File: config.mk
export PLATFORM = sky130hd
export DESIGN_NAME = heater_pid_controller_unit
export DESIGN_NICKNAME = d
export VERILOG_FILES = /design/src/rtl/hpid_pkg.sv /design/src/rtl/heater_pid_controller_unit.sv /design/src/rtl/hpid_history.sv
export SDC_FILE = /design/constraint.sdc
export NUM_CORES = 2
export LEC_CHECK = 0
export ABC_AREA = 1
export BUFFER_PORTS_ARGS = -buffer_cell sky130_fd_sc_hd__buf_4
export CAP_MARGIN = 15
export CORE_MARGIN = 2
export CORE_UTILIZATION = 40
export CTS_BUF_LIST = sky130_fd_sc_hd__clkbuf_8
export DETAILED_ROUTE_END_ITERATION = 12
export GPL_ROUTABILITY_DRIVEN = 0
export RECOVER_POWER = 50
export SYNTH_ARGS = -nofsm -noshare
export SYNTH_HDL_FRONTEND = slang
export SYNTH_SLANG_ARGS = --single-unit
File: constraint.sdc
create_clock -name aclk -period 15.3 [get_ports aclk]
set_input_delay 1.53 -clock aclk [delete_from_list [all_inputs] [get_ports aclk]]
set_output_delay 1.53 -clock aclk [all_outputs]
set_load 0.02 [all_outputs]
File: src/rtl/hpid_pkg.sv
// Shared types and fixed constants of the heater PID controller.
// No dependencies; imported by every module of the block.
package hpid_pkg;

    localparam int MEAS_W      = 12;  // temperature in quarter degrees
    localparam int ERR_W       = 13;  // signed difference of two temperatures
    localparam int CFG_W       = 24;  // widest configuration register
    localparam int PGAIN_W     = 20;
    localparam int IGAIN_W     = 16;
    localparam int DGAIN_W     = 20;
    localparam int ACC_W       = 24;
    localparam int DUTY_W      = 7;
    localparam int PTERM_W     = 16;
    localparam int ITERM_W     = 23;
    localparam int DTERM_W     = 14;

    localparam int TERM_SHIFT  = 17;  // terms are divided by 131072
    localparam int DUTY_MAX    = 100;
    localparam int NEAR_BAND   = 16;
    localparam int HEAT_SHIFT  = 3;   // extra 8x error when just below set point
    localparam int COOL_SHIFT  = 4;   // extra 16x error when just above set point

    localparam logic [PGAIN_W-1:0] PGAIN_RST = PGAIN_W'(32768);
    localparam logic [IGAIN_W-1:0] IGAIN_RST = IGAIN_W'(50);
    localparam logic [DGAIN_W-1:0] DGAIN_RST = DGAIN_W'(327680);
    localparam logic [ACC_W-1:0]   ILIMIT_RST = ACC_W'(13107200);

    typedef enum logic [1:0] {
        REG_PROP_GAIN   = 2'd0,
        REG_INTEG_GAIN  = 2'd1,
        REG_DERIV_GAIN  = 2'd2,
        REG_INTEG_LIMIT = 2'd3
    } reg_idx_t;

    // history control from the pipeline
    typedef struct packed {
        logic shift;   // a sample leaves the input stage this cycle
        logic prime;   // first sample since reset: fill the whole window
    } hist_ctrl_t;

endpackage

File: src/rtl/heater_pid_controller_unit.sv
// Heater PID controller: input stage, integral/slope stage, product stage and
// result register. Depends on hpid_pkg and hpid_history.
//
// Usage:
//   s_ channel: one beat carries s_measured and s_target (quarter degrees).
//   m_ channel: one beat per input beat with m_duty (0..100 percent) and the
//   P, I and D terms, each divided by 131072 toward zero, P and D saturated.
//   cfg port: cfg_wr_en writes cfg_wdata into register cfg_addr at once
//   (0 prop_gain, 1 integ_gain, 2 deriv_gain, 3 integ_limit); write only
//   while no beat is in flight.
// Timing:
//   Four register stages: input, integral/slope, product and result; a beat
//   uses each in turn. One beat per cycle is taken while m_ready stays high;
//   the rate is set by the per-stage handshake, each stage holds one beat.
//   The integral accumulator and measurement window update as a beat leaves
//   the input stage, so back-to-back beats see each other in order.
// Reset: aresetn clears all stages, the accumulator and the priming flag and
//   reloads the gain defaults. The first beat after reset fills the window.
// Stall: when m_ready is low the result holds and stages behind it fill up;
//   s_ready drops only once every stage holds a beat.
module heater_pid_controller_unit
    import hpid_pkg::*;
#(
    parameter int HISTORY_DEPTH = 4
) (
    input  logic                      aclk,
    input  logic                      aresetn,

    input  logic                      cfg_wr_en,
    input  logic [1:0]                cfg_addr,
    input  logic [CFG_W-1:0]          cfg_wdata,

    input  logic                      s_valid,
    output logic                      s_ready,
    input  logic [MEAS_W-1:0]         s_measured,
    input  logic [MEAS_W-1:0]         s_target,

    output logic                      m_valid,
    input  logic                      m_ready,
    output logic [DUTY_W-1:0]         m_duty,
    output logic signed [PTERM_W-1:0] m_prop_term,
    output logic [ITERM_W-1:0]        m_integ_term,
    output logic signed [DTERM_W-1:0] m_deriv_term
);

    localparam int ACC_CALC_W = ACC_W + 3;
    localparam int P_W        = ERR_W + PGAIN_W + 1;
    localparam int I_W        = ACC_W + IGAIN_W;
    localparam int D_W        = ERR_W + DGAIN_W;
    localparam int SUM_W      = I_W + 2;
    localparam int SUMQ_W     = SUM_W - TERM_SHIFT;
    localparam int PQ_W       = P_W - TERM_SHIFT;
    localparam int DQ_W       = D_W - TERM_SHIFT;

    localparam logic signed [SUM_W-1:0] SUM_BIAS = SUM_W'((1 << TERM_SHIFT) - 1);
    localparam logic signed [P_W-1:0]   P_BIAS   = P_W'((1 << TERM_SHIFT) - 1);
    localparam logic signed [D_W-1:0]   D_BIAS   = D_W'((1 << TERM_SHIFT) - 1);

    // configuration
    logic [PGAIN_W-1:0] prop_gain_reg;
    logic [IGAIN_W-1:0] integ_gain_reg;
    logic [DGAIN_W-1:0] deriv_gain_reg;
    logic [ACC_W-1:0]   integ_limit_reg;

    always_ff @(posedge aclk) begin
        if (!aresetn) begin
            prop_gain_reg   <= PGAIN_RST;
            integ_gain_reg  <= IGAIN_RST;
            deriv_gain_reg  <= DGAIN_RST;
            integ_limit_reg <= ILIMIT_RST;
        end else if (cfg_wr_en) begin
            case (reg_idx_t'(cfg_addr))
                REG_PROP_GAIN:   prop_gain_reg   <= cfg_wdata[PGAIN_W-1:0];
                REG_INTEG_GAIN:  integ_gain_reg  <= cfg_wdata[IGAIN_W-1:0];
                REG_DERIV_GAIN:  deriv_gain_reg  <= cfg_wdata[DGAIN_W-1:0];
                REG_INTEG_LIMIT: integ_limit_reg <= cfg_wdata[ACC_W-1:0];
                default: ;
            endcase
        end
    end

    // stage handshake: a stage takes a beat when it is empty or drains
    logic v1_reg, v2_reg, v3_reg, m_valid_reg;
    logic out_free, s3_free, s2_free, s1_free;

    assign out_free = !m_valid_reg || m_ready;
    assign s3_free  = !v3_reg || out_free;
    assign s2_free  = !v2_reg || s3_free;
    assign s1_free  = !v1_reg || s2_free;
    assign s_ready  = s1_free;
    assign m_valid  = m_valid_reg;

    always_ff @(posedge aclk) begin
        if (!aresetn) begin
            v1_reg      <= 1'b0;
            v2_reg      <= 1'b0;
            v3_reg      <= 1'b0;
            m_valid_reg <= 1'b0;
        end else begin
            if (s1_free)  v1_reg      <= s_valid;
            if (s2_free)  v2_reg      <= v1_reg;
            if (s3_free)  v3_reg      <= v2_reg;
            if (out_free) m_valid_reg <= v3_reg;
        end
    end

    // stage 1: input register
    logic [MEAS_W-1:0] s1_meas_reg, s1_tgt_reg;

    always_ff @(posedge aclk) begin
        if (s1_free && s_valid) begin
            s1_meas_reg <= s_measured;
            s1_tgt_reg  <= s_target;
        end
    end

    // stage 1 -> 2: error, integral update, windowed slope
    logic                         adv1;
    logic                         primed_reg;
    logic [ACC_W-1:0]             acc_reg, acc_next;
    logic signed [ERR_W-1:0]      err;
    logic signed [ACC_CALC_W-1:0] err_x, acc_inc, acc_sum, limit_x;
    logic signed [ERR_W-1:0]      delta;
    hist_ctrl_t                   hist_ctrl;

    assign adv1            = v1_reg && s2_free;
    assign hist_ctrl.shift = adv1;
    assign hist_ctrl.prime = !primed_reg;

    hpid_history #(
        .HISTORY_DEPTH(HISTORY_DEPTH)
    ) u_history (
        .aclk    (aclk),
        .aresetn (aresetn),
        .ctrl    (hist_ctrl),
        .meas    (s1_meas_reg),
        .delta   (delta)
    );

    always_comb begin
        err     = signed'({1'b0, s1_tgt_reg}) - signed'({1'b0, s1_meas_reg});
        err_x   = ACC_CALC_W'(err);
        limit_x = signed'(ACC_CALC_W'(integ_limit_reg));
        if (err > ERR_W'(0)) begin
            acc_inc = err_x;
            if (err < ERR_W'(NEAR_BAND)) acc_inc = acc_inc + (err_x <<< HEAT_SHIFT);
        end else begin
            // divide by 4 toward zero
            acc_inc = (err_x + (err_x[ACC_CALC_W-1] ? ACC_CALC_W'(3) : ACC_CALC_W'(0))) >>> 2;
            if (err > -ERR_W'(NEAR_BAND)) acc_inc = acc_inc + (err_x <<< COOL_SHIFT);
        end
        acc_sum = signed'(ACC_CALC_W'(acc_reg)) + acc_inc;
        if (acc_sum < ACC_CALC_W'(0))
            acc_next = '0;
        else if (acc_sum > limit_x)
            acc_next = integ_limit_reg;
        else
            acc_next = acc_sum[ACC_W-1:0];
    end

    always_ff @(posedge aclk) begin
        if (!aresetn) begin
            acc_reg    <= '0;
            primed_reg <= 1'b0;
        end else if (adv1) begin
            acc_reg    <= acc_next;
            primed_reg <= 1'b1;
        end
    end

    logic signed [ERR_W-1:0] s2_err_reg, s2_delta_reg;
    logic [ACC_W-1:0]        s2_acc_reg;

    always_ff @(posedge aclk) begin
        if (adv1) begin
            s2_err_reg   <= err;
            s2_delta_reg <= delta;
            s2_acc_reg   <= acc_next;
        end
    end

    // stage 2 -> 3: gain products
    logic signed [P_W-1:0] p_prod;
    logic [I_W-1:0]        i_prod;
    logic signed [D_W-1:0] d_prod, d_brake;

    always_comb begin
        p_prod  = P_W'(s2_err_reg) * signed'(P_W'(prop_gain_reg));
        i_prod  = I_W'(s2_acc_reg) * I_W'(integ_gain_reg);
        d_prod  = D_W'(s2_delta_reg) * signed'(D_W'(deriv_gain_reg));
        // derivative only ever brakes
        d_brake = (d_prod > D_W'(0)) ? '0 : d_prod;
    end

    logic signed [P_W-1:0] s3_p_reg;
    logic [I_W-1:0]        s3_i_reg;
    logic signed [D_W-1:0] s3_d_reg;

    always_ff @(posedge aclk) begin
        if (v2_reg && s3_free) begin
            s3_p_reg <= p_prod;
            s3_i_reg <= i_prod;
            s3_d_reg <= d_brake;
        end
    end

    // stage 3 -> result: sum, scale toward zero, saturate
    logic signed [SUM_W-1:0]   sum, sum_b, p_b;
    logic signed [SUMQ_W-1:0]  sum_q;
    logic signed [PQ_W-1:0]    p_q;
    logic signed [DQ_W-1:0]    d_q;
    logic signed [D_W-1:0]     d_b;
    logic [DUTY_W-1:0]         duty_next;
    logic signed [PTERM_W-1:0] pterm_next;
    logic signed [DTERM_W-1:0] dterm_next;

    always_comb begin
        sum   = SUM_W'(s3_p_reg) + signed'(SUM_W'(s3_i_reg)) + SUM_W'(s3_d_reg);
        sum_b = sum + (sum[SUM_W-1] ? SUM_BIAS : SUM_W'(0));
        sum_q = SUMQ_W'(sum_b >>> TERM_SHIFT);
        p_b   = SUM_W'(s3_p_reg + (s3_p_reg[P_W-1] ? P_BIAS : P_W'(0)));
        p_q   = PQ_W'(p_b >>> TERM_SHIFT);
        d_b   = s3_d_reg + (s3_d_reg[D_W-1] ? D_BIAS : D_W'(0));
        d_q   = DQ_W'(d_b >>> TERM_SHIFT);

        if (sum_q < SUMQ_W'(0))
            duty_next = '0;
        else if (sum_q > SUMQ_W'(DUTY_MAX))
            duty_next = DUTY_W'(DUTY_MAX);
        else
            duty_next = sum_q[DUTY_W-1:0];

        if (p_q > PQ_W'(32767))
            pterm_next = PTERM_W'(32767);
        else if (p_q < -PQ_W'(32768))
            pterm_next = PTERM_W'(-32768);
        else
            pterm_next = p_q[PTERM_W-1:0];

        if (d_q < -DQ_W'(8192))
            dterm_next = DTERM_W'(-8192);
        else
            dterm_next = d_q[DTERM_W-1:0];
    end

    logic [DUTY_W-1:0]         duty_reg;
    logic signed [PTERM_W-1:0] pterm_reg;
    logic [ITERM_W-1:0]        iterm_reg;
    logic signed [DTERM_W-1:0] dterm_reg;

    always_ff @(posedge aclk) begin
        if (v3_reg && out_free) begin
            duty_reg  <= duty_next;
            pterm_reg <= pterm_next;
            iterm_reg <= s3_i_reg[TERM_SHIFT +: ITERM_W];
            dterm_reg <= dterm_next;
        end
    end

    assign m_duty       = duty_reg;
    assign m_prop_term  = pterm_reg;
    assign m_integ_term = iterm_reg;
    assign m_deriv_term = dterm_reg;

endmodule

File: src/rtl/hpid_history.sv
// Measurement window of the heater PID controller and the windowed slope.
// Depends on hpid_pkg.
module hpid_history
    import hpid_pkg::*;
#(
    parameter int HISTORY_DEPTH = 4
) (
    input  logic                     aclk,
    input  logic                     aresetn,
    input  hist_ctrl_t               ctrl,
    input  logic [MEAS_W-1:0]        meas,
    output logic signed [ERR_W-1:0]  delta
);

    // exact floor(m / HISTORY_DEPTH) for m < 2**MEAS_W by reciprocal multiply
    localparam int DIV_SHIFT = MEAS_W + $clog2(HISTORY_DEPTH);
    localparam int RECIP_W   = DIV_SHIFT + 1;
    localparam logic [RECIP_W-1:0] DIV_RECIP =
        RECIP_W'(((1 << DIV_SHIFT) + HISTORY_DEPTH - 1) / HISTORY_DEPTH);
    localparam int PROD_W    = MEAS_W + RECIP_W;

    logic [MEAS_W-1:0]        hist_reg [HISTORY_DEPTH];
    logic [MEAS_W-1:0]        oldest;
    logic signed [ERR_W-1:0]  diff;
    logic [MEAS_W-1:0]        mag;
    logic [PROD_W-1:0]        prod;
    logic [MEAS_W-1:0]        quo;

    // window is never cleared; aresetn only blocks a shift, priming upstream refills it
    always_ff @(posedge aclk) begin
        if (aresetn && ctrl.shift) begin
            for (int k = 0; k < HISTORY_DEPTH - 1; k++) begin
                hist_reg[k] <= ctrl.prime ? meas : hist_reg[k+1];
            end
            hist_reg[HISTORY_DEPTH-1] <= meas;
        end
    end

    always_comb begin
        oldest = ctrl.prime ? meas : hist_reg[0];
        diff   = signed'({1'b0, oldest}) - signed'({1'b0, meas});
        mag    = diff[ERR_W-1] ? MEAS_W'(-diff) : diff[MEAS_W-1:0];
        prod   = PROD_W'(mag) * PROD_W'(DIV_RECIP);
        quo    = prod[DIV_SHIFT +: MEAS_W];
        // truncation toward zero: divide the magnitude, restore the sign
        delta  = diff[ERR_W-1] ? -signed'({1'b0, quo}) : signed'({1'b0, quo});
    end

endmodule
==> summary.txt <==
Hold path
  – Min-Delay Path Class: register to register

Critical path
  – CP Launch Type: register
  – Worst Path Arrival: about 11 ns
  – Worst r2r dst: s2_acc_reg[3]
  – Instance count on the critical path: 48
  – Most frequent CP cell: nand2_1
  – Critical path capture point type: register
  – CP Launch Point: s1_meas_reg[0]
  – CP max FO: 25
  – Setup crit end: s2_acc_reg[3]
  – CP Buf/Inv Count: 7
  – Crit path max-delay family: simple AND/OR/NAND/NOR gates
  – Critical R2R Launch: s1_meas_reg[0]
  – Register-to-Register Path Depth: between 40 and 50
  – Worst path slowest cell: ha_1
  – Worst R2R Setup Slack: 5.25 ns
  – Max incr delay on CP: 0.48 ns
  – Critical Path RT: 15.81 ns
  – Crit Path Class: register to register

Floorplanning
  – DIE WIDTH: 376.3 µm
  – Effective utilization at floorplan: 0.4033
  – Standard-cell rows: about 140
  – Ports: 117
  – Die Span Y: around 380 µm
  – Core box area: between 100000 and 150000 µm²
  – Die area: ~140000 µm²

STA
  – Minimum clock period: around 10 ns
  – Fin Setup TNS: 0 ns
  – Worst slew pin tran: between 3 and 4 ns
  – Post-route clock skew: between 0.05 and 0.06 ns
  – Fin crit share: 0.6566
  – Final hold viol count: 0
  – Final setup violating endpoints: 0
  – Max Freq: 99.55 MHz
  – RSZ-0062 raised after global routing: no
  – Max_slew headroom: -1.354
  – Max Slew Vio Count: ~340

Synthesis
  – Synth area leaders: fa_1, edfxtp_1, nand2_1
  – Leading area contributor after synthesis: fa_1
  – Synthesized cell area: around 55000 µm²
  – Number of flops mapped to enable cells by yosys: a little under 300
  – Post-synth ARST share: 0
  – Post-synthesis cell count: 6888
  – Area share of the largest cell type after synthesis: 0.2704
  – Ys flop type: edfxtp_1
  – Synth warn: 0
  – Flip-flop and latch count after synthesis: just under 400
  – Synth cell types: 68
  – Avg Cell Area, Syn: between 8 and 9 µm²
  – Register area share after synthesis: 0.1959
  – Syn Nets: roughly 8200

Routing
  – Drt via density: around 5
  – Post-route DRC: 0
  – Via count: around 44000
  – DRT Wirelength: between 150 and 200 mm
  – DR iter-0 viols: roughly 3200
  – DR WL/cell: approximately 17 µm
  – ANT nets after route: 0
  – 1st-pass router iterations: 6

Pwr
  – P_sw: between 6 and 7 mW
  – Worst VDD drop: between 150 and 200 µV
  – Clock share of power: 0.095
  – Logic pwr share: 0.751
  – P_leak: slightly above 30 nW
  – Internal power: ~5.5 mW
  – Power density over the cells: 204.3 nW/µm²
  – Switching Share: 0.5510
  – Seq pwr share: 0.154
  – Power, Total: around 12 mW

Clocking
  – Clk_lat worst skew: 0.79 ns
  – Bufs on Longest Clock Path: 3
  – Post-CTS Setup Bufs: 0
  – Clk slew on worst S/H paths: approximately 0.060 ns
  – CTS H-tree depth: 3
  – # resized after CTS: 0
  – Hold_buf cts: 0
  – Root Driver: clkbuf_8
  – CTS tree: done
  – CTS Buf Count: 76
  – CTS sink cnt: between 300 and 400

GRT
  – Global-route wire length before repair: approximately 250 mm
  – Initial antenna violation count: 7
  – Vias in the first global route: roughly 45000
  – GRT Residual Overflow: 0
  – Total global routing track utilization: 0.2206
  – Largest net degree at the start of global routing: between 80 and 90

Run status
  – Failing checks: capacitance limit, slew limit
  – Outcome: finished, violations left

Run
  – Max-Cap Viols: 7

Layout
  – Fill cells: ~14000
  – Area Growth Syn to Fin: 7.261%
  – Max FFs per register: 48
  – Commonest non-fill, non-tap cell in the layout: nand2_1
  – Final #Nets: 8203
  – Most frequent cells in the layout: nand2_1, inv_1, fa_1
  – Share of cells above drive strength 1: 0.06381

Placed design
  – IO Port Bufs: 116
  – Post-DP HPWL: between 100 and 150 mm
## cells in the mapped netlist (3+ instances only)
library cell / number
o21a_1: 9
o21bai_1: 19
xor2_1: 128
a31oi_1: 19
buf_2: 13
nand3_1: 180
clkinv_1: 4
nor3_2: 4
a21oi_1: 309
nor4_1: 11
ha_1: 519
o31ai_1: 5
dfxtp_1: 109
a21boi_1: 7
inv_2: 17
nor2_2: 17
nand2_4: 8
a21oi_2: 22
nor2_1: 348
xnor2_1: 68
a211oi_1: 5
o211ai_1: 13
nor2_4: 7
nand3b_1: 6
xnor2_2: 5
and2_1: 4
or2_1: 3
o21ai_0: 205
buf_4: 5
edfxtp_1: 289
inv_1: 1496
clkbuf_1: 227
nand3_2: 27
fa_1: 749
or2_2: 26
a21o_1: 14
a21boi_0: 5
nand2_1: 1795
nor3_1: 25
o21ai_1: 11
nand4_1: 79
nand3_4: 3
nand2_2: 37
o221ai_1: 4
## routing by layer
layer  vias to the layer above  share of wire  GRT usage
li1                      21020              -          -
met1                     21440           0.44     0.2965
met2                      1318           0.45     0.3564
met3                       279          0.059    0.03144
met4                         0          0.045    0.09253
met5                         -              0          0
## kinds of logic (layout without fill, tap and decap cells)
group                    count (synthesis)  after routing  share of synthesized area
AO/OA/AOI/OAI                          665            665                    0.06763
AND/OR/NAND/NOR                       2586           2586                     0.1950
adder cells (fa/ha/maj)               1268           1268                     0.3875
other                                    0              6                          0
buffers and inverters                 1768           1823                     0.1210
XOR/XNOR                               203            203                    0.03301
flip-flops                             398            398                     0.1959
## layout make-up
cell class	instances	area [µm²]	share of cell area
antenna	6	15.01	0.0002525
clock buffer	79	1087	0.01828
clock inverter	62	529.3	0.008899
inverter	1518	5702	0.09587
multi-input combinational	4722	37860	0.6365
sequential	398	10860	0.1826
tap	1794	2245	0.03774
timing repair buffer	164	1180	0.01984
## metrics by stage
stage               worst slack [ns]  utilization  area (µm²)  hold slack, ns  std cells
finish                         5.254       0.4326       59470          0.4689       8743
global route                   4.394       0.4326       59470          0.4854       8743
CTS                            5.746       0.4331       59550          0.4735       8735
detailed placement             5.782       0.4214       57940          0.4666       8594
global placement               6.054       0.4213       57930          0.4579       8593
floorplan                      7.431            -       55450          0.4484       6888
## power by group through the flow
stage	Clock (mW)	Combinational, mW	Sequential, mW
5_1_grt	1.24	10.4	1.87
3_5_place_dp	0	9.04	1.88
2_1_floorplan	0	6.88	1.65
6_report	1.16	9.12	1.87
4_1_cts	1.20	9.11	1.86
3_3_place_gp	0	8.91	1.88
## worst min-delay path: stages, from the launching register on
cell and delay [ns]:
dfxtp_1 0.29, inv_1 0.07, a21oi_1 0.07
## worst min-delay path by stage
stage	startpoint	endpoint	slack, ns	depth (start not counted)
after detailed placement	v2_reg	v3_reg	0.47	2
after floorplan	integ_limit_reg[0]	integ_limit_reg[0]	0.45	2
final	v3_reg	m_valid	0.47	2
after global routing	v2_reg	v3_reg	0.49	2
after global placement	v2_reg	v3_reg	0.46	2
after CTS	v2_reg	v3_reg	0.47	2
(Power assumes the default switching activity.)
